## src/rtl/core/vdu_pkg.sv

```systemverilog
// Package: shared widths, constants and codes for the vector distance unit.
package vdu_pkg;

	localparam int ELEM_W    = 16;   // element width, signed Q8.8
	localparam int DIFF_W    = ELEM_W + 1;
	localparam int ACC_W     = 42;   // dot and norm sums
	localparam int DSUM_W    = 44;   // sum of squared differences
	localparam int CNT_W     = 11;
	localparam int DIST_W    = 21;
	localparam int ROOT_W    = 22;   // root of a DSUM_W-bit value
	localparam int MUL_W     = 22;   // shared signed multiplier operand width
	localparam int PROD_W    = 2 * MUL_W;
	localparam int Q_FRAC    = 16;
	localparam int DIVN_W    = ACC_W + Q_FRAC;
	localparam int ONE_Q16   = 65536;
	localparam int MAX_LENGTH_DEF = 1024;

	localparam logic [DIST_W-1:0] DIST_SAT = '1;

	// configuration register indexes
	localparam logic CFG_MODE = 1'b0;
	localparam logic CFG_LEN  = 1'b1;

	// distance modes
	localparam logic MODE_COS = 1'b0;
	localparam logic MODE_L2  = 1'b1;

endpackage

```

## src/rtl/core/vdu_sqrt.sv

```systemverilog
// Iterative truncating square root, two radicand bits per cycle.
module vdu_sqrt (
	input  logic                        clk,
	input  logic                        arst_n,
	input  logic                        start,
	input  logic [vdu_pkg::DSUM_W-1:0]  radicand,
	output logic                        done,
	output logic [vdu_pkg::ROOT_W-1:0]  root
);
	import vdu_pkg::*;

	localparam int REM_W = ROOT_W + 4;

	logic [DSUM_W-1:0] rad_q;
	logic [REM_W-1:0]  rem_q;
	logic [ROOT_W-1:0] root_q;
	logic [4:0]        cnt_q;
	logic              busy_q;
	logic              done_q;

	logic [REM_W-1:0]  rem_n;
	logic [REM_W-1:0]  trial;
	logic              fits;

	always_comb begin
		rem_n = {rem_q[REM_W-3:0], rad_q[DSUM_W-1 -: 2]};
		trial = {2'b00, root_q, 2'b01};
		fits  = (rem_n >= trial);
	end

	always_ff @(posedge clk or negedge arst_n) begin
		if (!arst_n) begin
			rad_q  <= '0;
			rem_q  <= '0;
			root_q <= '0;
			cnt_q  <= '0;
			busy_q <= 1'b0;
			done_q <= 1'b0;
		end else if (start) begin
			rad_q  <= radicand;
			rem_q  <= '0;
			root_q <= '0;
			cnt_q  <= 5'(ROOT_W);
			busy_q <= 1'b1;
			done_q <= 1'b0;
		end else if (busy_q) begin
			rad_q  <= {rad_q[DSUM_W-3:0], 2'b00};
			rem_q  <= fits ? (rem_n - trial) : rem_n;
			root_q <= {root_q[ROOT_W-2:0], fits};
			cnt_q  <= cnt_q - 5'd1;
			if (cnt_q == 5'd1) begin
				busy_q <= 1'b0;
				done_q <= 1'b1;
			end
		end else begin
			done_q <= 1'b0;
		end
	end

	assign done = done_q;
	assign root = root_q;

endmodule

```

## src/rtl/core/vdu_div.sv

```systemverilog
// Iterative restoring divider, one quotient bit per cycle.
module vdu_div (
	input  logic                        clk,
	input  logic                        arst_n,
	input  logic                        start,
	input  logic [vdu_pkg::DIVN_W-1:0]  dividend,
	input  logic [vdu_pkg::ACC_W-1:0]   divisor,
	output logic                        done,
	output logic [vdu_pkg::DIVN_W-1:0]  quotient
);
	import vdu_pkg::*;

	localparam int REM_W = ACC_W + 1;

	logic [DIVN_W-1:0] num_q;
	logic [DIVN_W-1:0] quot_q;
	logic [ACC_W-1:0]  den_q;
	logic [REM_W-1:0]  rem_q;
	logic [5:0]        cnt_q;
	logic              busy_q;
	logic              done_q;

	logic [REM_W-1:0]  rem_n;
	logic              fits;

	always_comb begin
		rem_n = {rem_q[REM_W-2:0], num_q[DIVN_W-1]};
		fits  = (rem_n >= {1'b0, den_q});
	end

	always_ff @(posedge clk or negedge arst_n) begin
		if (!arst_n) begin
			num_q  <= '0;
			quot_q <= '0;
			den_q  <= '0;
			rem_q  <= '0;
			cnt_q  <= '0;
			busy_q <= 1'b0;
			done_q <= 1'b0;
		end else if (start) begin
			num_q  <= dividend;
			den_q  <= divisor;
			quot_q <= '0;
			rem_q  <= '0;
			cnt_q  <= 6'(DIVN_W);
			busy_q <= 1'b1;
			done_q <= 1'b0;
		end else if (busy_q) begin
			num_q  <= {num_q[DIVN_W-2:0], 1'b0};
			rem_q  <= fits ? (rem_n - {1'b0, den_q}) : rem_n;
			quot_q <= {quot_q[DIVN_W-2:0], fits};
			cnt_q  <= cnt_q - 6'd1;
			if (cnt_q == 6'd1) begin
				busy_q <= 1'b0;
				done_q <= 1'b1;
			end
		end else begin
			done_q <= 1'b0;
		end
	end

	assign done     = done_q;
	assign quotient = quot_q;

endmodule

```

## src/rtl/core/vector_distance_unit_top.sv

```systemverilog
// Top level: vector distance unit, shared multiplier under a sequencer.
//
// Streams element pairs on the s_ channel (s_tdata = elem_a, elem_b), one pair
// per transaction, and accumulates the dot product, both squared norms and
// the sum of squared differences. After vector_length pairs one distance leaves
// on the m_ channel: m_tdata carries distance (cosine Q2.16 or L2 root Q.8),
// m_tuser carries zero_norm.
// Configuration goes through the cfg_ channel (index 0 distance_mode, index 1
// vector_length); it is ready only while the block waits for a pair, so a write
// lands between pairs and never touches a pair in flight.
// One 22x22 signed multiplier serves the four products of each pair in turn,
// then s_tready returns. The last pair of a vector adds the finishing work:
// L2 runs one square root; cosine runs two square roots, the root product and
// the divider, and a zero norm in cosine mode skips straight to the result.
// The result sits in an output register; the sums clear when it is loaded and
// the next vector can start while it waits. A stalled receiver holds the block
// only when a newer result needs that register.
// Reset clears all sums, the pair count and the output register, and sets
// cosine mode with a vector length of 1.
module vector_distance_unit_top #(
	parameter int MAX_LENGTH = vdu_pkg::MAX_LENGTH_DEF
) (
	input  logic        clk,
	input  logic        arst_n,
	input  logic        s_tvalid,
	output logic        s_tready,
	input  logic [31:0] s_tdata,    // [15:0] elem_a, [31:16] elem_b
	output logic        m_tvalid,
	input  logic        m_tready,
	output logic [23:0] m_tdata,    // [20:0] distance, [23:21] zero
	output logic        m_tuser,    // [0] zero_norm
	input  logic        cfg_valid,
	output logic        cfg_ready,
	input  logic        cfg_index,
	input  logic [10:0] cfg_data
);
	import vdu_pkg::*;

	typedef enum logic [3:0] {
		ST_IDLE, ST_M0, ST_M1, ST_M2, ST_M3, ST_M4,
		ST_SQ_A, ST_SQ_B, ST_SQ_D, ST_MUL_DEN, ST_DEN, ST_DIV, ST_OUT
	} state_t;

	state_t state_q;

	logic              mode_q;
	logic [CNT_W-1:0]  len_q;

	logic [ELEM_W-1:0] a_q, b_q;
	logic [ACC_W-1:0]  dot_q, na_q, nb_q;
	logic [DSUM_W-1:0] dsum_q;
	logic [CNT_W-1:0]  cnt_q;
	logic [ROOT_W-1:0] ra_q;
	logic              neg_q;
	logic [PROD_W-1:0] prod_s1;

	logic              sq_start_q, div_start_q;
	logic [DSUM_W-1:0] sq_rad_q;
	logic [DIVN_W-1:0] div_num_q;
	logic [ACC_W-1:0]  div_den_q;

	logic              res_valid_q;
	logic [DIST_W-1:0] res_dist_q, dist_n;
	logic              res_zn_q;
	logic [DIST_W-1:0] fin_dist_q;
	logic              fin_zn_q;

	logic              sq_done, div_done;
	logic [ROOT_W-1:0] sq_root;
	logic [DIVN_W-1:0] quot;

	logic signed [MUL_W-1:0] mul_x, mul_y;
	logic [DIFF_W-1:0] diff;
	logic [CNT_W-1:0]  cnt_n, len_eff;
	logic              vec_done;
	logic [ACC_W-1:0]  dot_mag;

	assign s_tready  = (state_q == ST_IDLE);
	assign cfg_ready = (state_q == ST_IDLE);

	assign diff = {a_q[ELEM_W-1], a_q} - {b_q[ELEM_W-1], b_q};

	// operand select for the shared multiplier
	always_comb begin
		case (state_q)
			ST_M0: begin
				mul_x = MUL_W'(signed'(a_q));
				mul_y = MUL_W'(signed'(b_q));
			end
			ST_M1: begin
				mul_x = MUL_W'(signed'(a_q));
				mul_y = MUL_W'(signed'(a_q));
			end
			ST_M2: begin
				mul_x = MUL_W'(signed'(b_q));
				mul_y = MUL_W'(signed'(b_q));
			end
			ST_M3: begin
				mul_x = MUL_W'(signed'(diff));
				mul_y = MUL_W'(signed'(diff));
			end
			default: begin
				mul_x = signed'(ra_q);
				mul_y = signed'(sq_root);
			end
		endcase
	end

	always_comb begin
		cnt_n = cnt_q + CNT_W'(1);
		if (len_q == '0)
			len_eff = CNT_W'(1);
		else if (int'(len_q) > MAX_LENGTH)
			len_eff = CNT_W'(MAX_LENGTH);
		else
			len_eff = len_q;
		vec_done = (cnt_n >= len_eff) || (cnt_n == '0);
		dot_mag  = dot_q[ACC_W-1] ? (~dot_q + ACC_W'(1)) : dot_q;
	end

	// signed quotient applied to 1.0 and clamped to 0..2.0
	always_comb begin
		if (neg_q) begin
			if (quot > DIVN_W'(ONE_Q16))
				dist_n = DIST_W'(2 * ONE_Q16);
			else
				dist_n = DIST_W'(ONE_Q16) + DIST_W'(quot[Q_FRAC:0]);
		end else begin
			if (quot >= DIVN_W'(ONE_Q16))
				dist_n = '0;
			else
				dist_n = DIST_W'(ONE_Q16) - DIST_W'(quot[Q_FRAC-1:0]);
		end
	end

	always_ff @(posedge clk or negedge arst_n) begin
		if (!arst_n) begin
			prod_s1 <= '0;
		end else begin
			prod_s1 <= PROD_W'(mul_x * mul_y);
		end
	end

	always_ff @(posedge clk or negedge arst_n) begin
		if (!arst_n) begin
			state_q     <= ST_IDLE;
			mode_q      <= MODE_COS;
			len_q       <= CNT_W'(1);
			a_q         <= '0;
			b_q         <= '0;
			dot_q       <= '0;
			na_q        <= '0;
			nb_q        <= '0;
			dsum_q      <= '0;
			cnt_q       <= '0;
			ra_q        <= '0;
			neg_q       <= 1'b0;
			sq_start_q  <= 1'b0;
			div_start_q <= 1'b0;
			sq_rad_q    <= '0;
			div_num_q   <= '0;
			div_den_q   <= '0;
			res_valid_q <= 1'b0;
			res_dist_q  <= '0;
			res_zn_q    <= 1'b0;
			fin_dist_q  <= '0;
			fin_zn_q    <= 1'b0;
		end else begin
			sq_start_q  <= 1'b0;
			div_start_q <= 1'b0;

			if (cfg_valid && cfg_ready) begin
				case (cfg_index)
					CFG_MODE: mode_q <= cfg_data[0];
					CFG_LEN:  len_q  <= cfg_data;
					default:  ;
				endcase
			end

			// drop the result once the receiver takes it; ST_OUT reloads it itself
			if (res_valid_q && m_tready && state_q != ST_OUT)
				res_valid_q <= 1'b0;

			case (state_q)
				ST_IDLE: begin
					if (s_tvalid) begin
						a_q     <= s_tdata[ELEM_W-1:0];
						b_q     <= s_tdata[2*ELEM_W-1:ELEM_W];
						state_q <= ST_M0;
					end
				end
				ST_M0: state_q <= ST_M1;
				ST_M1: begin
					dot_q   <= dot_q + prod_s1[ACC_W-1:0];
					state_q <= ST_M2;
				end
				ST_M2: begin
					na_q    <= na_q + prod_s1[ACC_W-1:0];
					state_q <= ST_M3;
				end
				ST_M3: begin
					nb_q    <= nb_q + prod_s1[ACC_W-1:0];
					state_q <= ST_M4;
				end
				ST_M4: begin
					dsum_q <= dsum_q + prod_s1[DSUM_W-1:0];
					cnt_q  <= cnt_n;
					if (!vec_done) begin
						state_q <= ST_IDLE;
					end else if (mode_q == MODE_L2) begin
						sq_rad_q   <= dsum_q + prod_s1[DSUM_W-1:0];
						sq_start_q <= 1'b1;
						state_q    <= ST_SQ_D;
					end else if (na_q == '0 || nb_q == '0) begin
						fin_dist_q <= '0;
						fin_zn_q   <= 1'b1;
						state_q    <= ST_OUT;
					end else begin
						sq_rad_q   <= DSUM_W'(na_q);
						sq_start_q <= 1'b1;
						state_q    <= ST_SQ_A;
					end
				end
				ST_SQ_D: begin
					if (sq_done) begin
						fin_dist_q <= sq_root[ROOT_W-1] ? DIST_SAT : sq_root[DIST_W-1:0];
						fin_zn_q   <= 1'b0;
						state_q    <= ST_OUT;
					end
				end
				ST_SQ_A: begin
					if (sq_done) begin
						ra_q       <= sq_root;
						sq_rad_q   <= DSUM_W'(nb_q);
						sq_start_q <= 1'b1;
						state_q    <= ST_SQ_B;
					end
				end
				ST_SQ_B: begin
					if (sq_done)
						state_q <= ST_MUL_DEN;
				end
				ST_MUL_DEN: state_q <= ST_DEN;
				ST_DEN: begin
					neg_q       <= dot_q[ACC_W-1];
					div_num_q   <= {dot_mag, Q_FRAC'(0)};
					div_den_q   <= prod_s1[ACC_W-1:0];
					div_start_q <= 1'b1;
					state_q     <= ST_DIV;
				end
				ST_DIV: begin
					if (div_done) begin
						fin_dist_q <= dist_n;
						fin_zn_q   <= 1'b0;
						state_q    <= ST_OUT;
					end
				end
				ST_OUT: begin
					// load the output register and clear the sums
					if (!res_valid_q || m_tready) begin
						res_valid_q <= 1'b1;
						res_dist_q  <= fin_dist_q;
						res_zn_q    <= fin_zn_q;
						dot_q       <= '0;
						na_q        <= '0;
						nb_q        <= '0;
						dsum_q      <= '0;
						cnt_q       <= '0;
						state_q     <= ST_IDLE;
					end
				end
				default: state_q <= ST_IDLE;
			endcase
		end
	end

	vdu_sqrt u_sqrt (
		.clk      (clk),
		.arst_n   (arst_n),
		.start    (sq_start_q),
		.radicand (sq_rad_q),
		.done     (sq_done),
		.root     (sq_root)
	);

	vdu_div u_div (
		.clk      (clk),
		.arst_n   (arst_n),
		.start    (div_start_q),
		.dividend (div_num_q),
		.divisor  (div_den_q),
		.done     (div_done),
		.quotient (quot)
	);

	assign m_tvalid = res_valid_q;
	assign m_tdata  = {3'b000, res_dist_q};
	assign m_tuser  = res_zn_q;

endmodule
```

## config.mk

```make
export PLATFORM = sky130hd
export DESIGN_NAME = vector_distance_unit_top
export DESIGN_NICKNAME = d
export VERILOG_FILES = /design/src/rtl/core/vdu_pkg.sv /design/src/rtl/core/vdu_sqrt.sv /design/src/rtl/core/vdu_div.sv /design/src/rtl/core/vector_distance_unit_top.sv
export SDC_FILE = /design/constraint.sdc
export NUM_CORES = 2
export LEC_CHECK = 0
export BUFFER_PORTS_ARGS = -buffer_cell sky130_fd_sc_hd__buf_2
export CORE_MARGIN = 5
export CORE_UTILIZATION = 40
export DETAILED_ROUTE_END_ITERATION = 10
export PLACE_DENSITY = 0.54
export SLEW_MARGIN = 20
export SYNTH_ARGS = -nofsm -noshare
export SYNTH_HDL_FRONTEND = slang
export SYNTH_HIERARCHICAL = 1
export SYNTH_SLANG_ARGS = --single-unit
```

## constraint.sdc

```tcl
create_clock -name clk -period 25.6 [get_ports clk]
set_input_delay 0 -clock clk [delete_from_list [all_inputs] [get_ports clk]]
set_output_delay 0 -clock clk [all_outputs]
set_load 0.01 [all_outputs]
```

; After elaboration in Yosys (flattened, before gate mapping)
; Index checks and enable logic that the tools add are counted.
[op_classes]
mul = 1
n_reduce_logical = 34
n_lt_le_gt_ge = 6
eq_ne = 27
n_mux = 83
bitwise = 2
add_sub_neg = 13
shifts = 0
div_mod_pow = 0
[ops]
columns = cell, count
row1 = $mux 44, 7
row2 = $pmux 42 s2, 3
row3 = $mux 58, 4
row4 = $mux 42, 5
row5 = $pmux 44 s2, 2
row6 = $mux 21, 8
row7 = $pmux 22 s3, 2
row8 = $add 42x42->42, 3
row9 = $logic_not 42->1, 2
row10 = $mux 24, 3
row11 = $pmux 21 s3, 1
row12 = $ge 58x17->1 const B, 1
row13 = $gt 58x17->1 const B, 1
row14 = $pmux 4 s13, 1
row15 = $add 44x44->44, 1
row16 = $mul 22x22->44, 1
row17 = $mux 22, 2
row18 = $ge 43x42->1, 1
row19 = $add 42x1->42 const B, 1
row20 = $not 42->42, 1
row21 = $sub 42x42->42, 1
row22 = $mux 4, 9
row23 = $mux 11, 3
row24 = $ge 26x24->1, 1
row25 = 38 further kinds, 102
[word_totals]
memories = 0
output_inout_bits = 28
romBits = 0
latchBits = 0
elab_cells = 202
reg_bits = 776
ram_bits = 0

; Logic depth before layout (Yosys ltp)
[depth]
ltp_word = 7
ltp_mapped = 41

; By module
; Netlist, hierarchy kept.
[by_module_without_submodules]
columns = module, seq_area_each_um2, instances, area_each_um2, cells_per_inst
row1 = vector_distance_unit_top, 11787.6, 1, 47066.4, 5337
row2 = vdu_div, 5205.0, 1, 11423.5, 1215
row3 = vdu_sqrt, 2427.3, 1, 5699.2, 621

; Worst setup path before layout
; Ideal clock, no wire load.
[synth_timing]
path_kind = register -> register
from = register a_q[0]
to = register prod_s1[43]
period_less_slack_ps = 9434
path_stages_with_launch = 38
slack_ps = 16166
required_ps = 25476
arrival_time_ps = 9310
setup_time_ps = 124
path_buffers = 2
path_cell_list = dfrtp_1 > inv_1 > ha_1 > fa_1 > nand2b_1 > a21oi_1 > o21ai_0 > a211oi_1 > o21ai_0 > a21oi_1 > nor4b_1 > o21ai_0 > nand2_1 > clkbuf_1 > a21oi_1 > clkbuf_1 > nor2_1 > fa_1 > [... 2 more ...] > inv_1 > fa_1 > fa_1 > fa_1 > inv_1 > fa_1 > fa_1 > inv_1 > ha_1 > nand2_1 > nor2_1 > a221oi_1 > a21bo_2 > and4_1 > a2111oi_0 > o21ai_0 > a21oi_1 > xnor2_1
[synth_via]
elab_chain_cells = 3
elab_cells_between_ends = 4
cone_classes = add/sub (1) / mul (1) / mux (2)
[synth_rtl]
columns = element, line
row1 = start: declaration, vector_distance_unit_top.sv:49  ; logic [ELEM_W-1:0] a_q, b_q;
row2 = start signal: assignment, vector_distance_unit_top.sv:187  ; a_q <= s_tdata[ELEM_W-1:0];
row3 = $sub 16x16->17, vector_distance_unit_top.sv:81  ; assign diff = {a_q[ELEM_W-1], a_q} - {b_q[ELEM_W-1], b_q};
row4 = $pmux 22 s3, vector_distance_unit_top.sv:85  ; case (state_q)
row5 = $mul 22x22->44 *, vector_distance_unit_top.sv:140  ; prod_s1 <= PROD_W'(mul_x * mul_y);
row6 = end signal: assignment, vector_distance_unit_top.sv:140
row7 = end: declaration, vector_distance_unit_top.sv:55  ; logic [PROD_W-1:0] prod_s1;
; Every way passes the cells marked *; elsewhere a longest branch is shown, timed or not.
; A chain may end at the register's enable or synchronous reset.

; Worst setup path in the final report
; Same ends and word-level chain as after synthesis.

==> qor.tcl <==
set qor(syn_area_sq_um) 64200
set qor(final-setup-viol-count) 0
set qor(first_pass_grt_wire_length_um) 300000
set qor(dr_total_vias) 51500
set qor(clk_transition_reported_paths_ns) 0.05
set qor(gr-usage-all-layers) 0.225
set qor(dp.final_hpwl_um) 140000
set qor(critPathKind) {reg2reg}
set qor(wl_per_cell_um) 20.4
set qor(gr-total-overflow) 0
set qor(cpPeakStageDelay_ns) 0.89
set qor(port_buffers) 73
set qor(internal-power_mw) 2.10
set qor(drive_above_1_share) 0.0682
set qor(post_synth_xor_xnor_area) 0.0437
set qor(dp_slack_ns) 14.52
set qor(postCtsSetupBuffers) 0
set qor(finalCriticalPeriod_ns) 11.16
set qor(yosys-mux-area-fraction) 0.0458
set qor(yosysUniqueCellTypes) 103
set qor(synthSimpleGateAreaFrac) 0.151
set qor(slew_headroom) 0.187
set qor(maxClockFrequency_mhz) 89.6
set qor(initial_core_util) 0.401
set qor(maxCapViolations) 0
set qor(timing.clock.skew_ns) 0.0527
set qor(grt_pass1_vias) 51300
set qor(clock_tree_from_tritoncts) {built}
set qor(netlist_instances) 7173
set qor(critPathMaxFanout) 18
set qor(via_per_inst) 5.50
set qor(synth_edf_count) 0
set qor(grt_setup_unrepaired) {no}
set qor(cp_data_arrival_time_ns) 11.75
set qor(dieWidth_um) 411
set qor(slew_violations) 0
set qor(clock_latency_ns) 0.74
set qor(layout.cell_area.non_filler_sq_um) 71100
set qor(ys_async_sr_fraction) 1.00
set qor(dominant_combinational_cell_family_by_area_after_synthesis) {adder cells}
set qor(max-clock-path-buffers) 3
set qor(detail_route.wirelength_um) 191000
set qor(post-route-drc-count) 0
set qor(synth-warning-count) 6
set qor(cts_sinks) 776
set qor(nFillCells) 15600
set qor(overall_die_area_sq_um) 169000
set qor(placed_cell_area_sq_um) 66900
set qor(placed_cell_count) 9116
set qor(r2r_slack_ns) 14.44
set qor(slowest_stage) {sky130_fd_sc_hd__a2111oi_0}
set qor(syn_area_per_cell_sq_um) 8.95
set qor(timing.final.hold_violations) 0
set qor(antenna_violations_before_repair) 18
set qor(postSynthRegisterBits) 776
set qor(start_kind) {flip-flop}
set qor(logic_pwr_share) 0.014
set qor(crit_path_end_kind) {flip-flop}
set qor(timing.setup.tns_ns) 0
set qor(place_congestion) 0.924
set qor(ant_nets) 0
set qor(clkPwrFrac) 0.534
set qor(cts_hold_buf) 75
set qor(finish.cell_count_without_fillers) 9364
set qor(ctsRootBufferMaster) {sky130_fd_sc_hd__clkbuf_16}
set qor(die_height_um) 411
set qor(min_period_over_period) 0.436
set qor(synth_adder_area_share) 0.236
set qor(boundaryPins) 77
set qor(seqPwrFrac) 0.452
set qor(tritoncts.num_buffers) 96
set qor(power_per_cell_area_nw_per_um2) 38.2
set qor(status) {finished clean}
set qor(worst_ir_drop_vdd_v) 0.0000513
set qor(crit_path_frequent_cell) {sky130_fd_sc_hd__fa_1}
set qor(first_iter_violations) 4207
set qor(core_area_sq_um) 160000
set qor(finish.net_count) 8160
set qor(hold_removal_path_class) {in2reg}
set qor(power.share.switching) 0.225
set qor(firstDrtPassIters) 5
set qor(synth_sequential_area_ratio) 0.303
set qor(power.static_leakage_nw) 34.0
set qor(worst-slew-pin-transition_ns) 1.22
set qor(synth-compound-area-share) 0.158
set qor(dominantRegCellSynth) {sky130_fd_sc_hd__dfrtp_1}
set qor(critical_path_required_ns) 26.19
set qor(final_critical_path_setup_slack_ns) 14.44
set qor(net-switching-power_uw) 610
set qor(cts_resized) 0
set qor(pin_count_of_the_biggest_net_entering_global_routing) 156
set qor(fp-row-count) 147
set qor(area_growth_synth_to_finish_pct) 10.7
set qor(cts_max_level) 3
-- power groups by stage --
stage          clock network (mW)  registers [mW]  logic [mW]
2_1_floorplan                   0            1.25    0.000903
3_3_place_gp                    0            1.25      0.0329
3_5_place_dp                    0            1.25      0.0330
4_1_cts                      1.49            1.23      0.0406
5_1_grt                      1.54            1.23      0.0458
6_report                     1.45            1.23      0.0387
-- metal layers --
metal / track usage / wire (um) / vias up
met2: 0.364 / 88500 / 1261
li1: - / - / 24300
met4: 0.0683 / 5530 / 2
met5: 0 / 13 / -
met1: 0.319 / 87100 / 25700
met3: 0.0280 / 10200 / 272
-- per-stage QoR --
stage / util / power [mW] / hold WS, ns
after floorplan: - / 1.25 / -0.296
after global placement: 0.418 / 1.28 / 0.104
after detailed placement: 0.418 / 1.28 / 0.112
after CTS: 0.444 / 2.76 / 0.0161
after global routing: 0.444 / 2.81 / 0.0642
final: 0.444 / 2.71 / 0.0754
-- cell type report --
type                       instances  area (sq um)  share of cell area
timing repair buffer             246          1920              0.0271
sequential                       776         19400               0.273
clock inverter                    37           608             0.00856
clock buffer                     134          2760              0.0388
tap                             2086          2610              0.0367
inverter                         713          2680              0.0377
antenna                            2          5.00           0.0000704
multi-input combinational       5370         41000               0.578
-- cell families (layout without fill, tap and decap cells) --
group	Yosys count	after routing
and+or+nand+nor	2209	2209
AOI/OAI and AO/OA	1629	1629
buffers and inverters	1045	1130
adders and majority gates	908	908
DFF	776	776
xor gates and xnor gates	320	320
muxes	285	285
other	1	21
-- cell usage after synthesis (all sizes together), types with 15 or more instances --
| master | count | area (sq um) |
|---|---|---|
| a21oi | 352 | 1770 |
| a22oi | 25 | 188 |
| xnor2 | 180 | 1580 |
| a311oi | 22 | 210 |
| nand3 | 179 | 896 |
| mux2i | 214 | 2140 |
| ha | 401 | 5020 |
| or2 | 18 | 113 |
| nor4 | 49 | 307 |
| xor2 | 140 | 1230 |
| o31ai | 38 | 290 |
| nor3 | 71 | 370 |
| buf | 51 | 260 |
| and3 | 33 | 206 |
| nand4 | 41 | 257 |
| a211o | 16 | 140 |
| fa | 507 | 10100 |
| nand2 | 1055 | 3960 |
| nor2b | 47 | 302 |
| and2 | 51 | 319 |
| a31oi | 49 | 313 |
| a211oi | 74 | 566 |
| o21bai | 43 | 323 |
| o21ai | 596 | 2980 |
| o211ai | 34 | 260 |
| clkbuf | 281 | 1050 |
| o22ai | 15 | 93.8 |
| a22o | 21 | 184 |
| mux2 | 71 | 800 |
| nor2 | 519 | 1960 |
| a21o | 148 | 1110 |
| nand2b | 65 | 414 |
| o21a | 59 | 443 |
| or3 | 44 | 292 |
| dfrtp | 775 | 19400 |
| inv | 708 | 2660 |
-- path summary, 6_finish.rpt --
check	to	depth (start not counted)	from
hold / removal	a_q[5]	3	s_tdata[5]
min in group asynchronous	u_div/num_q[29]	4	arst_n
max in group asynchronous	nb_q[21]	6	arst_n
setup / recovery	prod_s1[43]	34	a_q[0]
hold reg to reg	u_sqrt/rad_q[40]	2	sq_rad_q[40]
setup reg to reg	prod_s1[43]	34	a_q[0]
-- sequential cells by signal, indices dropped and copies added (netlist names), 21 cells and up --
| signal | cells |
|---|---|
| u_sqrt/rem_q | 24 |
| u_div/den_q | 42 |
| div_den_q | 42 |
| u_div/rem_q | 42 |
| sq_rad_q | 44 |
| dsum_q | 44 |
| dot_q | 42 |
| prod_s1 | 44 |
| u_sqrt/root | 22 |
| na_q | 42 |
| fin_dist_q | 21 |
| nb_q | 42 |
| u_div/quotient | 58 |
| u_div/num_q | 58 |
| div_num_q | 42 |
| u_sqrt/rad_q | 44 |
| ra_q | 22 |
| res_dist_q | 21 |
-- cells in the final DEF, fill, tap and decap left out, types with 43 or more instances in the layout --
master	n
sky130_fd_sc_hd__nor3_1	63
sky130_fd_sc_hd__mux2_2	71
sky130_fd_sc_hd__nor2_1	510
sky130_fd_sc_hd__buf_2	72
sky130_fd_sc_hd__xor2_1	140
sky130_fd_sc_hd__buf_4	93
sky130_fd_sc_hd__nor4_1	49
sky130_fd_sc_hd__xnor2_1	180
sky130_fd_sc_hd__a21o_1	148
sky130_fd_sc_hd__o21bai_1	43
sky130_fd_sc_hd__ha_1	401
sky130_fd_sc_hd__and2_1	51
sky130_fd_sc_hd__mux2i_1	214
sky130_fd_sc_hd__nand2_1	1049
sky130_fd_sc_hd__a211oi_1	71
sky130_fd_sc_hd__dlygate4sd3_1	74
sky130_fd_sc_hd__nand3_1	178
sky130_fd_sc_hd__clkbuf_16	96
sky130_fd_sc_hd__a21oi_1	345
sky130_fd_sc_hd__inv_1	708
sky130_fd_sc_hd__nand2b_1	64
sky130_fd_sc_hd__o21ai_0	578
sky130_fd_sc_hd__o21a_1	59
sky130_fd_sc_hd__dfrtp_1	770
sky130_fd_sc_hd__nor2b_1	45
sky130_fd_sc_hd__fa_1	507
-- worst max-delay path: cells and delay by family, from the launching register on --
family / cells / cell delay (ns)
DFF: 1 / 0.40
buffers and inverters: 5 / 0.55
and+or+nand+nor: 5 / 1.02
xor gates and xnor gates: 1 / 0.09
adders and majority gates: 10 / 5.02
AOI/OAI and AO/OA: 13 / 3.96
No activity file was read; power rests on OpenSTA's default activity.
